==> src/rtl/dsra_pkg.sv <==
// Shared constants and controller/datapath interface types for the seat arbiter.
`timescale 1ns / 1ps
package dsra_pkg;

  localparam int NUM_SEATS_DEF = 5;

  // Fixed field widths
  localparam int SEAT_W   = 3;
  localparam int ST_W     = 2;
  localparam int EV_W     = 3;
  localparam int STRAT_W  = 2;
  localparam int STATES_W = 10;
  localparam int OWNERS_W = 15;
  localparam int OWN_OUT_W = 3;
  localparam int PACK_SEATS = 5;

  // Seat states
  localparam logic [ST_W-1:0] ST_THINK  = 2'd0;
  localparam logic [ST_W-1:0] ST_HUNGRY = 2'd1;
  localparam logic [ST_W-1:0] ST_EAT    = 2'd2;

  // Result events
  localparam logic [EV_W-1:0] EV_RESET    = 3'd0;
  localparam logic [EV_W-1:0] EV_RELEASED = 3'd1;
  localparam logic [EV_W-1:0] EV_EATING   = 3'd2;
  localparam logic [EV_W-1:0] EV_WAITING  = 3'd3;
  localparam logic [EV_W-1:0] EV_BLOCKED  = 3'd4;

  // Strategy register codes
  localparam logic [STRAT_W-1:0] STRAT_NAIVE = 2'd0;
  localparam logic [STRAT_W-1:0] STRAT_ASYM  = 2'd1;
  localparam logic [STRAT_W-1:0] STRAT_ARB   = 2'd2;

  // Request kinds
  localparam logic ACT_TRIGGER = 1'b0;
  localparam logic ACT_CLEAR   = 1'b1;

  typedef enum logic [1:0] {
    OP_NONE     = 2'd0,
    OP_EXEC     = 2'd1,
    OP_ARB_PREV = 2'd2,
    OP_ARB_NEXT = 2'd3
  } op_e;

  typedef struct packed {
    logic load_item;
    op_e  op;
    logic load_out;
  } cmd_t;

  typedef struct packed {
    logic arb_rel;
  } sts_t;

endpackage

==> src/rtl/dsra_datapath.sv <==
// Seat/resource table, strategy register, update logic and output register.
`timescale 1ns / 1ps
module dsra_datapath #(
  parameter int NUM_SEATS = dsra_pkg::NUM_SEATS_DEF
) (
  input  logic                             clk_i,
  input  logic                             rst_ni,
  input  logic                             cfg_we_i,
  input  logic [dsra_pkg::STRAT_W-1:0]     cfg_wdata_i,
  input  logic                             in_action_i,
  input  logic [dsra_pkg::SEAT_W-1:0]      in_seat_i,
  input  dsra_pkg::cmd_t                   cmd_i,
  output dsra_pkg::sts_t                   sts_o,
  output logic [dsra_pkg::EV_W-1:0]        out_event_o,
  output logic [dsra_pkg::STATES_W-1:0]    out_states_o,
  output logic [dsra_pkg::OWNERS_W-1:0]    out_owners_o,
  output logic                             out_deadlock_o
);

  localparam int IDX_W = (NUM_SEATS > 1) ? $clog2(NUM_SEATS) : 1;
  localparam int OWN_W = $clog2(NUM_SEATS + 1);
  localparam logic [dsra_pkg::SEAT_W:0] N_EXT = (dsra_pkg::SEAT_W + 1)'(NUM_SEATS);
  localparam logic [IDX_W-1:0] LAST_IDX = IDX_W'(NUM_SEATS - 1);

  logic [dsra_pkg::STRAT_W-1:0] strategy_q;
  logic                         action_q;
  logic [dsra_pkg::SEAT_W-1:0]  seat_q;
  logic [dsra_pkg::ST_W-1:0]    st_q [NUM_SEATS];
  logic [dsra_pkg::ST_W-1:0]    st_d [NUM_SEATS];
  logic [OWN_W-1:0]             own_q [NUM_SEATS];
  logic [OWN_W-1:0]             own_d [NUM_SEATS];
  logic [dsra_pkg::EV_W-1:0]    ev_q, ev_d;

  logic [dsra_pkg::EV_W-1:0]     ev_out_q;
  logic [dsra_pkg::STATES_W-1:0] states_out_q, states_pack;
  logic [dsra_pkg::OWNERS_W-1:0] owners_out_q, owners_pack;
  logic                          dl_out_q, deadlock;

  function automatic logic [IDX_W-1:0] nxt(input logic [IDX_W-1:0] i);
    nxt = (i == LAST_IDX) ? '0 : i + IDX_W'(1);
  endfunction

  function automatic logic [IDX_W-1:0] prv(input logic [IDX_W-1:0] i);
    prv = (i == '0) ? LAST_IDX : i - IDX_W'(1);
  endfunction

  logic             in_range;
  logic [IDX_W-1:0] s_idx, nx_idx, pv_idx, first_idx, second_idx, tgt_idx;
  logic [OWN_W-1:0] me, tgt_me;
  logic             arb_ok, tgt_ok;

  always_comb begin
    in_range = {1'b0, seat_q} < N_EXT;
    s_idx    = seat_q[IDX_W-1:0];
    nx_idx   = nxt(s_idx);
    pv_idx   = prv(s_idx);
    me       = OWN_W'(s_idx) + OWN_W'(1);
    // odd seats reach right first under the asymmetric scheme
    if (strategy_q == dsra_pkg::STRAT_ASYM && s_idx[0]) begin
      first_idx  = nx_idx;
      second_idx = s_idx;
    end else begin
      first_idx  = s_idx;
      second_idx = nx_idx;
    end
    arb_ok  = (st_q[pv_idx] != dsra_pkg::ST_EAT) && (st_q[nx_idx] != dsra_pkg::ST_EAT);
    tgt_idx = (cmd_i.op == dsra_pkg::OP_ARB_PREV) ? pv_idx : nx_idx;
    tgt_me  = OWN_W'(tgt_idx) + OWN_W'(1);
    tgt_ok  = (st_q[tgt_idx] == dsra_pkg::ST_HUNGRY) &&
              (st_q[prv(tgt_idx)] != dsra_pkg::ST_EAT) &&
              (st_q[nxt(tgt_idx)] != dsra_pkg::ST_EAT);
  end

  assign sts_o.arb_rel = (action_q == dsra_pkg::ACT_TRIGGER) && in_range &&
                         (st_q[s_idx] == dsra_pkg::ST_EAT) &&
                         (strategy_q == dsra_pkg::STRAT_ARB);

  always_comb begin
    st_d  = st_q;
    own_d = own_q;
    ev_d  = ev_q;
    case (cmd_i.op)
      dsra_pkg::OP_EXEC: begin
        if (action_q == dsra_pkg::ACT_CLEAR) begin
          for (int k = 0; k < NUM_SEATS; k++) begin
            st_d[k]  = dsra_pkg::ST_THINK;
            own_d[k] = '0;
          end
          ev_d = dsra_pkg::EV_RESET;
        end else if (!in_range) begin
          ev_d = dsra_pkg::EV_BLOCKED;
        end else if (st_q[s_idx] == dsra_pkg::ST_EAT) begin
          st_d[s_idx]   = dsra_pkg::ST_THINK;
          own_d[s_idx]  = '0;
          own_d[nx_idx] = '0;
          ev_d          = dsra_pkg::EV_RELEASED;
        end else begin
          st_d[s_idx] = dsra_pkg::ST_HUNGRY;
          case (strategy_q)
            dsra_pkg::STRAT_NAIVE, dsra_pkg::STRAT_ASYM: begin
              if (own_q[first_idx] != me && own_q[first_idx] != '0) begin
                ev_d = dsra_pkg::EV_BLOCKED;
              end else begin
                own_d[first_idx] = me;
                if (own_q[second_idx] == '0) begin
                  own_d[second_idx] = me;
                  st_d[s_idx]       = dsra_pkg::ST_EAT;
                  ev_d              = dsra_pkg::EV_EATING;
                end else begin
                  ev_d = dsra_pkg::EV_WAITING;
                end
              end
            end
            dsra_pkg::STRAT_ARB: begin
              if (arb_ok) begin
                st_d[s_idx]   = dsra_pkg::ST_EAT;
                own_d[s_idx]  = me;
                own_d[nx_idx] = me;
                ev_d          = dsra_pkg::EV_EATING;
              end else begin
                ev_d = dsra_pkg::EV_BLOCKED;
              end
            end
            default: ev_d = dsra_pkg::EV_BLOCKED;
          endcase
        end
      end
      dsra_pkg::OP_ARB_PREV, dsra_pkg::OP_ARB_NEXT: begin
        // neighbor regrant after a release
        if (tgt_ok) begin
          st_d[tgt_idx]        = dsra_pkg::ST_EAT;
          own_d[tgt_idx]       = tgt_me;
          own_d[nxt(tgt_idx)]  = tgt_me;
        end
      end
      default: ;
    endcase
  end

  always_ff @(posedge clk_i or negedge rst_ni) begin
    if (!rst_ni) begin
      strategy_q <= dsra_pkg::STRAT_NAIVE;
      for (int k = 0; k < NUM_SEATS; k++) begin
        st_q[k]  <= dsra_pkg::ST_THINK;
        own_q[k] <= '0;
      end
    end else if (cfg_we_i) begin
      strategy_q <= cfg_wdata_i;
      for (int k = 0; k < NUM_SEATS; k++) begin
        st_q[k]  <= dsra_pkg::ST_THINK;
        own_q[k] <= '0;
      end
    end else begin
      st_q  <= st_d;
      own_q <= own_d;
    end
  end

  always_ff @(posedge clk_i) begin
    ev_q <= ev_d;
    if (cmd_i.load_item) begin
      action_q <= in_action_i;
      seat_q   <= in_seat_i;
    end
  end

  always_comb begin
    logic all_hungry, all_held;
    all_hungry  = 1'b1;
    all_held    = 1'b1;
    states_pack = '0;
    owners_pack = '0;
    for (int k = 0; k < NUM_SEATS; k++) begin
      if (st_q[k] != dsra_pkg::ST_HUNGRY) all_hungry = 1'b0;
      if (own_q[k] == '0) all_held = 1'b0;
    end
    // only the first five seats fit the packed fields
    for (int k = 0; k < dsra_pkg::PACK_SEATS; k++) begin
      if (k < NUM_SEATS) begin
        states_pack[2*k +: 2] = st_q[k];
        owners_pack[3*k +: 3] = dsra_pkg::OWN_OUT_W'(own_q[k]);
      end
    end
    // every seat hungry already rules out an eating seat
    deadlock = all_hungry && all_held;
  end

  always_ff @(posedge clk_i) begin
    if (cmd_i.load_out) begin
      ev_out_q     <= ev_q;
      states_out_q <= states_pack;
      owners_out_q <= owners_pack;
      dl_out_q     <= deadlock;
    end
  end

  assign out_event_o    = ev_out_q;
  assign out_states_o   = states_out_q;
  assign out_owners_o   = owners_out_q;
  assign out_deadlock_o = dl_out_q;

endmodule

==> src/rtl/dsra_ctrl.sv <==
// Sequencing state machine for request accept, update steps and result hand-off.
`timescale 1ns / 1ps
module dsra_ctrl (
  input  logic           clk_i,
  input  logic           rst_ni,
  input  logic           s_tvalid_i,
  output logic           s_tready_o,
  output logic           m_tvalid_o,
  input  logic           m_tready_i,
  input  dsra_pkg::sts_t sts_i,
  output dsra_pkg::cmd_t cmd_o
);

  typedef enum logic [4:0] {
    S_IDLE  = 5'b00001,
    S_EXEC  = 5'b00010,
    S_ARB_L = 5'b00100,
    S_ARB_R = 5'b01000,
    S_EMIT  = 5'b10000
  } state_e;

  state_e state_q, state_d;
  logic   out_vld_q, out_vld_d;
  logic   out_free;

  assign out_free   = !out_vld_q || m_tready_i;
  assign s_tready_o = (state_q == S_IDLE);
  assign m_tvalid_o = out_vld_q;

  always_comb begin
    state_d         = state_q;
    out_vld_d       = out_vld_q && !m_tready_i;
    cmd_o.load_item = 1'b0;
    cmd_o.op        = dsra_pkg::OP_NONE;
    cmd_o.load_out  = 1'b0;
    case (state_q)
      S_IDLE: begin
        if (s_tvalid_i) begin
          cmd_o.load_item = 1'b1;
          state_d         = S_EXEC;
        end
      end
      S_EXEC: begin
        cmd_o.op = dsra_pkg::OP_EXEC;
        state_d  = sts_i.arb_rel ? S_ARB_L : S_EMIT;
      end
      S_ARB_L: begin
        cmd_o.op = dsra_pkg::OP_ARB_PREV;
        state_d  = S_ARB_R;
      end
      S_ARB_R: begin
        cmd_o.op = dsra_pkg::OP_ARB_NEXT;
        state_d  = S_EMIT;
      end
      S_EMIT: begin
        // hold here until the output register can take the result
        if (out_free) begin
          cmd_o.load_out = 1'b1;
          out_vld_d      = 1'b1;
          state_d        = S_IDLE;
        end
      end
      default: state_d = S_IDLE;
    endcase
  end

  always_ff @(posedge clk_i or negedge rst_ni) begin
    if (!rst_ni) begin
      state_q   <= S_IDLE;
      out_vld_q <= 1'b0;
    end else begin
      state_q   <= state_d;
      out_vld_q <= out_vld_d;
    end
  end

  a_no_overwrite: assert property (@(posedge clk_i) disable iff (!rst_ni)
    cmd_o.load_out |-> (!out_vld_q || m_tready_i))
    else $error("result register overwritten while still pending");

  a_accept_exec: assert property (@(posedge clk_i) disable iff (!rst_ni)
    (s_tvalid_i && s_tready_o) |=> (state_q == S_EXEC))
    else $error("accepted request not executed next cycle");

  a_rel_regrant: assert property (@(posedge clk_i) disable iff (!rst_ni)
    (state_q == S_EXEC && sts_i.arb_rel) |=> (state_q == S_ARB_L) ##1 (state_q == S_ARB_R))
    else $error("arbitrator release skipped neighbor regrant");

  a_emit_valid: assert property (@(posedge clk_i) disable iff (!rst_ni)
    cmd_o.load_out |=> m_tvalid_o)
    else $error("loaded result not presented");

endmodule

==> src/rtl/dining_seat_resource_arbiter.sv <==
// Top level of the dining seat resource arbiter: stream ports, config port, controller + datapath.
//
//  channel  | handshake                  | payload
//  ---------+----------------------------+---------------------------------------------
//  s_axis   | s_axis_tvalid_i/tready_o   | tuser: action; tdata: seat
//  m_axis   | m_axis_tvalid_o/tready_i   | tuser: event_res; tdata: states, owners, deadlock
//  cfg      | cfg_we_i                   | cfg_wdata_i: strategy (clears the table)
//
// A request passes from accept through the update step to the result load; when an eating
// seat releases under the arbitrator strategy, the previous and next neighbor regrants
// follow the update, each one more pass through the single table update unit.
// Reset clears the table, the strategy register and the result valid.
// A stalled result holds in the output register; the next request is accepted meanwhile
// and waits in the load step until the register is free.
`timescale 1ns / 1ps
module dining_seat_resource_arbiter #(
  parameter int NUM_SEATS = dsra_pkg::NUM_SEATS_DEF
) (
  input  logic                         clk_i,
  input  logic                         rst_ni,
  input  logic                         s_axis_tvalid_i,
  output logic                         s_axis_tready_o,
  input  logic [7:0]                   s_axis_tdata_i,   // [2:0] seat, [7:3] zero
  input  logic                         s_axis_tuser_i,   // [0] action
  output logic                         m_axis_tvalid_o,
  input  logic                         m_axis_tready_i,
  // [9:0] seat_states, [24:10] resource_owners, [25] deadlock, [31:26] zero
  output logic [31:0]                  m_axis_tdata_o,
  output logic [dsra_pkg::EV_W-1:0]    m_axis_tuser_o,   // [2:0] event_res
  input  logic                         cfg_we_i,
  input  logic [dsra_pkg::STRAT_W-1:0] cfg_wdata_i
);

  dsra_pkg::cmd_t                cmd;
  dsra_pkg::sts_t                sts;
  logic [dsra_pkg::STATES_W-1:0] states;
  logic [dsra_pkg::OWNERS_W-1:0] owners;
  logic                          deadlock;

  dsra_ctrl u_ctrl (
    .clk_i      (clk_i),
    .rst_ni     (rst_ni),
    .s_tvalid_i (s_axis_tvalid_i),
    .s_tready_o (s_axis_tready_o),
    .m_tvalid_o (m_axis_tvalid_o),
    .m_tready_i (m_axis_tready_i),
    .sts_i      (sts),
    .cmd_o      (cmd)
  );

  dsra_datapath #(
    .NUM_SEATS (NUM_SEATS)
  ) u_datapath (
    .clk_i          (clk_i),
    .rst_ni         (rst_ni),
    .cfg_we_i       (cfg_we_i),
    .cfg_wdata_i    (cfg_wdata_i),
    .in_action_i    (s_axis_tuser_i),
    .in_seat_i      (s_axis_tdata_i[dsra_pkg::SEAT_W-1:0]),
    .cmd_i          (cmd),
    .sts_o          (sts),
    .out_event_o    (m_axis_tuser_o),
    .out_states_o   (states),
    .out_owners_o   (owners),
    .out_deadlock_o (deadlock)
  );

  assign m_axis_tdata_o = {6'd0, deadlock, owners, states};

endmodule
==> config.mk <==
export PLATFORM = sky130hd
export DESIGN_NAME = dining_seat_resource_arbiter
export DESIGN_NICKNAME = d
export VERILOG_FILES = /design/src/rtl/dsra_pkg.sv /design/src/rtl/dsra_datapath.sv /design/src/rtl/dsra_ctrl.sv /design/src/rtl/dining_seat_resource_arbiter.sv
export SDC_FILE = /design/constraint.sdc
export NUM_CORES = 1
export LEC_CHECK = 0
export ABC_CLOCK_PERIOD_IN_PS = 7500
export BUFFER_PORTS_ARGS = -buffer_cell sky130_fd_sc_hd__clkbuf_2
export CORE_UTILIZATION = 40
export CTS_BUF_LIST = sky130_fd_sc_hd__clkbuf_2
export CTS_CLUSTER_DIAMETER = 50
export DETAILED_ROUTE_END_ITERATION = 16
export GPL_TIMING_DRIVEN = 1
export PLACE_DENSITY = 0.58
export SLEW_MARGIN = 20
export SYNTH_ARGS = -nofsm -noshare
export SYNTH_HDL_FRONTEND = slang
export SYNTH_SLANG_ARGS = --single-unit
==> constraint.sdc <==
create_clock -name clk_i -period 7.5 [get_ports clk_i]
set_input_delay 0.75 -clock clk_i [delete_from_list [all_inputs] [get_ports clk_i]]
set_output_delay 0.75 -clock clk_i [all_outputs]
set_load 0.03 [all_outputs]
* Word level (Yosys, flattened, before mapping) *
Cells that the tools add are included.
W data, S select, Z words.

storage, ports and cells
  input bits = 16
  register bits = 69
  logic and storage cells = 234
  output and inout port bits = 37

cells by class
  add/sub/neg operators = 4
  reduce and logical (&&, ||, !) cells = 37
  equal/unequal tests = 31
  order comparisons = 15
  bitwise gates (word level) = 25
  muxes and demuxes = 100

operators by type and width
  cell                  count
  $mux W15              8
  $bwmux W15            6
  $mux W10              8
  $mux W3               21
  $pmux W15 S2          2
  $demux W3 S3          6
  $pmux W10 S2          2
  $bmux W2 S3           6
  $ge A4 B4 Y1 const B  8
  $not A3 Y4            8
  $and A15 B15 Y15      2
  $not A15 Y15          2
  $mux W2               14
  $pmux W5 S5           1
  $logic_not A3 Y1      8
  $lt A4 B1 Y1 const B  6
  $bmux W3 S3           2
  $mux W1               17
  $logic_and A1 B1 Y1   16
  $and A5 B5 Y5         3
  $mux W5               3
  $not A5 Y5            3
  $or A5 B5 Y5          3
  $demux W2 S3          2
  32 further kinds      55

* Logic depth before layout (Yosys ltp) *
  depth in word-level cells = 18
  mapped depth = 18

* By module *
A second synthesis with hierarchy kept.

unflattened totals
  cells, all modules = 537
  area, all modules = 4948.5 µm²

by module, submodules not included
  module                        area an instance (µm²)  instances  cells an instance
  dsra_datapath                 4560.6                  1          497
  dsra_ctrl                     331.6                   1          32
  dining_seat_resource_arbiter  56.3                    1          8

* Worst setup path after synthesis *
No wires, ideal clock.

  path type = register to register
  start point = register u_datapath.seat_q, in the netlist u_datapath.s_idx[0]
  end point = register u_datapath.own_q[0] in the netlist's numbering
  library setup time = 0.127 ns
  clock period less this slack = 4.209 ns
  required time = 7.373 ns
  data arrival time = 4.082 ns
  cell stages (with the launch flop) = 19
  path slack = 3.291 ns
  path through = edfxtp_1 clkbuf_1 inv_1 clkbuf_1 ha_1 buf_6 clkbuf_1 a31oi_1 nand2_1 buf_2 ha_1 nand2b_1 mux2i_1 and4_4 nor4_4 a31oi_2 a31oi_4 o311a_2 mux2_1

between the ends
  word-level cells in the longest chain between the ends = 18

ends and longest elaborated chain
  element                                                             RTL line                                    source
  start, declared                                                     dsra_datapath.sv:27                         logic [dsra_pkg::SEAT_W-1:0] seat_q;
  start signal, assigned                                              dsra_datapath.sv:163                        seat_q <= in_seat_i;
  $add A3 B1 Y3 or $eq A3 B3 Y1 (tied branches)                       dsra_datapath.sv:40, dsra_datapath.sv:57
  $mux W3                                                             dsra_datapath.sv:40                         nxt = (i == LAST_IDX) ? '0 : i + IDX_W'(1);
  $mux W3                                                             dsra_datapath.sv:59                         if (strategy_q == dsra_pkg::STRAT_ASYM && s_idx[0]) begin
  $not A3 Y4 (implied by the code)                                    dsra_datapath.sv:101, dsra_datapath.sv:104
  $ge A4 B4 Y1 (implied by the code) or $lt A4 B1 Y1 (tied branches)  dsra_datapath.sv:104                        own_d[first_idx] = me;
  $logic_and A1 B1 Y1 (implied by the code)                           dsra_datapath.sv:104
  $mux W3 (implied by the code)                                       dsra_datapath.sv:104
  $demux W3 S3                                                        dsra_datapath.sv:104
  (+2 left out)                                                       -
  $mux W15                                                            dsra_datapath.sv:105                        if (own_q[second_idx] == '0) begin
  $mux W15                                                            dsra_datapath.sv:101                        if (own_q[first_idx] != me && own_q[first_idx] != '0) begin
  $pmux W15 S2                                                        dsra_datapath.sv:99                         case (strategy_q)
  $mux W15                                                            dsra_datapath.sv:92                         end else if (st_q[s_idx] == dsra_pkg::ST_EAT) begin
  $mux W15                                                            dsra_datapath.sv:90                         end else if (!in_range) begin
  $mux W15                                                            dsra_datapath.sv:84                         if (action_q == dsra_pkg::ACT_CLEAR) begin
  $pmux W15 S2                                                        dsra_datapath.sv:82                         case (cmd_i.op)
  $mux W15                                                            dsra_datapath.sv:147                        end else if (cfg_we_i) begin
  end signal, assigned                                                dsra_datapath.sv:155                        own_q <= own_d;
  end, declared                                                       dsra_datapath.sv:30                         logic [OWN_W-1:0] own_q [NUM_SEATS];

Several ways; a longest one is shown, not always the timed one. The select of a mux whose other input is x is not followed.
A chain may end at the register's enable or synchronous reset.

* Worst setup path in the final report *
Ends and elaborated chain as after synthesis.

==> flow_summary_export.csv <==
group,metric,value,unit
critical_path,r2r-start,"u_datapath.s_idx[0]",
pwr,p_int,0.773,mW
critical_path,startpoint,"u_datapath.s_idx[0]",
logic_synthesis,synth_area_leaders,"edfxtp_1 (22%), dfrtp_1 (16%), a21oi_1 (4.2%)",
pwr,power_leakage,2.12,nW
critical_path,path_class,"flip-flop to flip-flop",
sta,slew_viol_final,0,
cts,ctsHoldBuffers,0,
global_route,grt_pass1_vias,4360,
logic_synthesis,ys_seq_area_share,38.2,%
sta,max_freq,180,MHz
logic_synthesis,ys_types,83,
critical_path,worstPathArrival,6.04,ns
logic_synthesis,synth_area,0.00499,mm^2
cts,clock_sinks,69,
pwr,netSwitchingFraction,48.1,%
global_route,top_usage_layer,"met2",
logic_synthesis,synth_edf_count,36,
min_path,hp-class,"input port to asynchronous set/reset pin",
place,pre_cts_slack,2.13,ns
logic_synthesis,synthCells,552,
routing,vias_per_cell,6.26,
logic_synthesis,yosysTopAreaCell,"edfxtp_1",
floorplan,start_util,41.2,%
logic_synthesis,synth_top_family_by_area,"compound AO/OA/AOI/OAI gates",
critical_path,crit_fanout,33,
sta,setup_viol,0,
logic_synthesis,synth-async-reset-ratio,47.8,%
floorplan,io_pins,53,
cts,postCtsSetupRepairBufs,0,
floorplan,core.rowCount,40,
global_route,use_met3,5.53,%
logic_synthesis,synth.avg_cell_area,9.04,um^2
cts,cts_buffer_depth,2,
final_layout,finalNetCount,604,
sta,period_minus_slack,5.57,ns
floorplan,die_h,114,um
pwr,total_power,1.49,mW
logic_synthesis,ys_warn_count,0,
routing,num_vias,4726,
status,status,"complete, no violations",
cts,cts_made_buffers,9,
logic_synthesis,synth_xor_area_share,0.702,%
critical_path,cp.required,7.98,ns
cts,worstSkewPairLatency,0.58,ns
final_layout,area_delta_synth_final,8.70,%
cts,htree_levels,3,
floorplan,fp.dieW,114,um
sta,rsz0062_at_grt,"false",
logic_synthesis,ys.flop_type,"edfxtp_1",
flow_run,cap_violations,0,
logic_synthesis,synth_compound_area_share,27.3,%
cts,root_buffer,"clkbuf_2",
logic_synthesis,synth_commonest_cells,"nand2_1 (52), nor2_1 (48), a21oi_1 (42)",
logic_synthesis,synth-adder-area-share,1.50,%
place,io_buffers,41,
sta,worst_pin_slew,1.07,ns
place,gp_congestion,0.955,
sta,final.period_utilization,74.2,%
sta,slew_headroom,28.9,%
final_layout,antenna_cells,0,
global_route,grt_max_degree,34,
critical_path,critPathLaunchType,"flip-flop",
routing,drcViolationCount,0,
cts,cts_resized,0,
sta,clock_skew,0.0238,ns
pwr,seq_power_share,34.4,%
pwr,p_switching,0.717,mW
logic_synthesis,synth_seq_cells,69,
pwr,p_comb_share,50.7,%
sta,setup_slack,1.93,ns
floorplan,die_area,0.0129,mm^2
sta,fin_tns_setup,0,ns
routing,ant_nets,0,
logic_synthesis,synthMuxAreaShare,6.59,%
global_route,grt_pass1_wl,25600,um
routing,dr.first_iter.drc_count,518,
floorplan,core_area,0.0121,mm^2
global_route,antenna_found_initial,0,
global_route,grt.total_usage,26.8,%
sta,finalHoldViolCount,0,
critical_path,end_kind,"flip-flop",
place,hpwlAfterDp,12200,um
pwr,clockPowerShare,14.9,%
routing,detail_route.wl_per_cell,21.8,um
global_route,grt_use_met1,37.0,%
global_route,grt.overflow.total,0,
logic_synthesis,synthSimpleGateAreaFrac,21.0,%
global_route,use_met2,40.4,%
routing,dr.pass1.iters,7,
pwr,peakVddDrop,0.150,mV
logic_synthesis,synth.most_common_cell,"nand2_1",
final_layout,fill_cells,1237,
final_layout,drive_above_1_share,16.0,%
pwr,p_per_area,275,mW/mm^2
cts,cts.reportedPaths.clkPinSlew,0.20,ns
routing,wirelength,16500,um
logic_synthesis,synth_top_area_share,21.7,%
cts,cts_tree,"built",
-- registers in the layout (all words and copies together) (netlist names), 2 cells and up --
| name | count |
|---|---|
| u_datapath.out_owners_o | 15 |
| u_datapath.own_q | 15 |
| u_datapath.out_states_o | 10 |
| u_datapath.st_q | 10 |
| u_ctrl.state_q | 5 |
| u_datapath.ev_q | 3 |
| u_datapath.out_event_o | 3 |
| u_datapath.s_idx | 3 |
| u_datapath.strategy_q | 2 |
-- power by group through the flow --
stage	sequential [mW]	combinational (mW)	clock (mW)
global placement	0.517	0.726	0
CTS	0.510	0.733	0.232
finish	0.512	0.756	0.222
global route	0.520	0.807	0.246
floorplan	0.506	0.534	0
detailed placement	0.519	0.728	0
-- critical path: stages (launching register included) --
cell and delay (ns):
edfxtp_1 0.41, buf_4 0.25, inv_1 0.42, ha_1 0.62
nor2b_1 0.29, a31oi_1 0.11, nand2_1 0.45, inv_1 0.18
ha_1 0.32, xnor2_1 0.62, o31ai_1 0.15, a2bb2oi_1 0.27
a31oi_2 0.27, a31oi_4 0.44, o311a_2 0.30, mux2_1 0.32
-- per-layer routing --
layer	part of all wire (%)	routed length, um
met1	44	7220
met2	44	7290
met3	8.3	1360
met4	3.5	578
met5	0	0
-- stage by stage --
step / hold WS, ns / instance area (um^2) / util (%) / cells
2_1_floorplan: 0.400 / 5010 / - / 557
3_3_place_gp: 0.417 / 5310 / 43.8 / 739
3_5_place_dp: 0.421 / 5310 / 43.8 / 739
4_1_cts: 0.234 / 5430 / 44.8 / 755
5_1_grt: 0.261 / 5430 / 44.8 / 755
6_report: 0.235 / 5430 / 44.8 / 755
-- final timing paths --
check,depth (start not counted),end,slack [ns]
setup / recovery,15,u_datapath.own_q[0],1.93
hold / removal,1,u_ctrl.state_q[3],0.24
setup reg to reg,15,u_datapath.own_q[0],1.93
hold reg to reg,0,u_datapath.out_event_o[0],0.46
max in group asynchronous,1,u_datapath.own_q[3],6.73
min in group clk_i,1,u_datapath.s_idx[2],0.32
-- cell families after synthesis --
kind of cell,after synthesis
simple gates,204
compound gates,191
flops,69
buf+inv,50
mux,27
fa+ha+maj,6
xor+xnor,4
other cells,1
-- final cells by class --
type                    instances  area (um^2)  area share (%)
clock buffers                   9         45.0           0.830
inverters                      17         63.8            1.18
multi-input cells             438         2870            53.0
repair buffers                 47          250            4.61
clock inverters                 7         73.8            1.36
well taps                     168          210            3.87
flip-flops and latches         69         1910            35.2
-- placed cells by master (no fill, tap or decap), drive strengths merged, types with 7 or more instances in the layout --
cell type | synthesis | layout
a31oi | 8 | 8
nand3 | 14 | 14
inv | 17 | 19
a22oi | 10 | 10
mux2 | 14 | 14
nand2b | 14 | 14
nor3 | 15 | 15
nor4 | 7 | 7
nor2 | 48 | 48
a21oi | 42 | 42
a211oi | 10 | 10
nand2 | 52 | 52
and2 | 11 | 11
mux2i | 10 | 10
o211ai | 10 | 10
o21ai | 30 | 30
nor2b | 13 | 13
dfrtp | 32 | 32
edfxtp | 36 | 36
clkbuf | 18 | 50
Power figures use the tool's default switching activity.
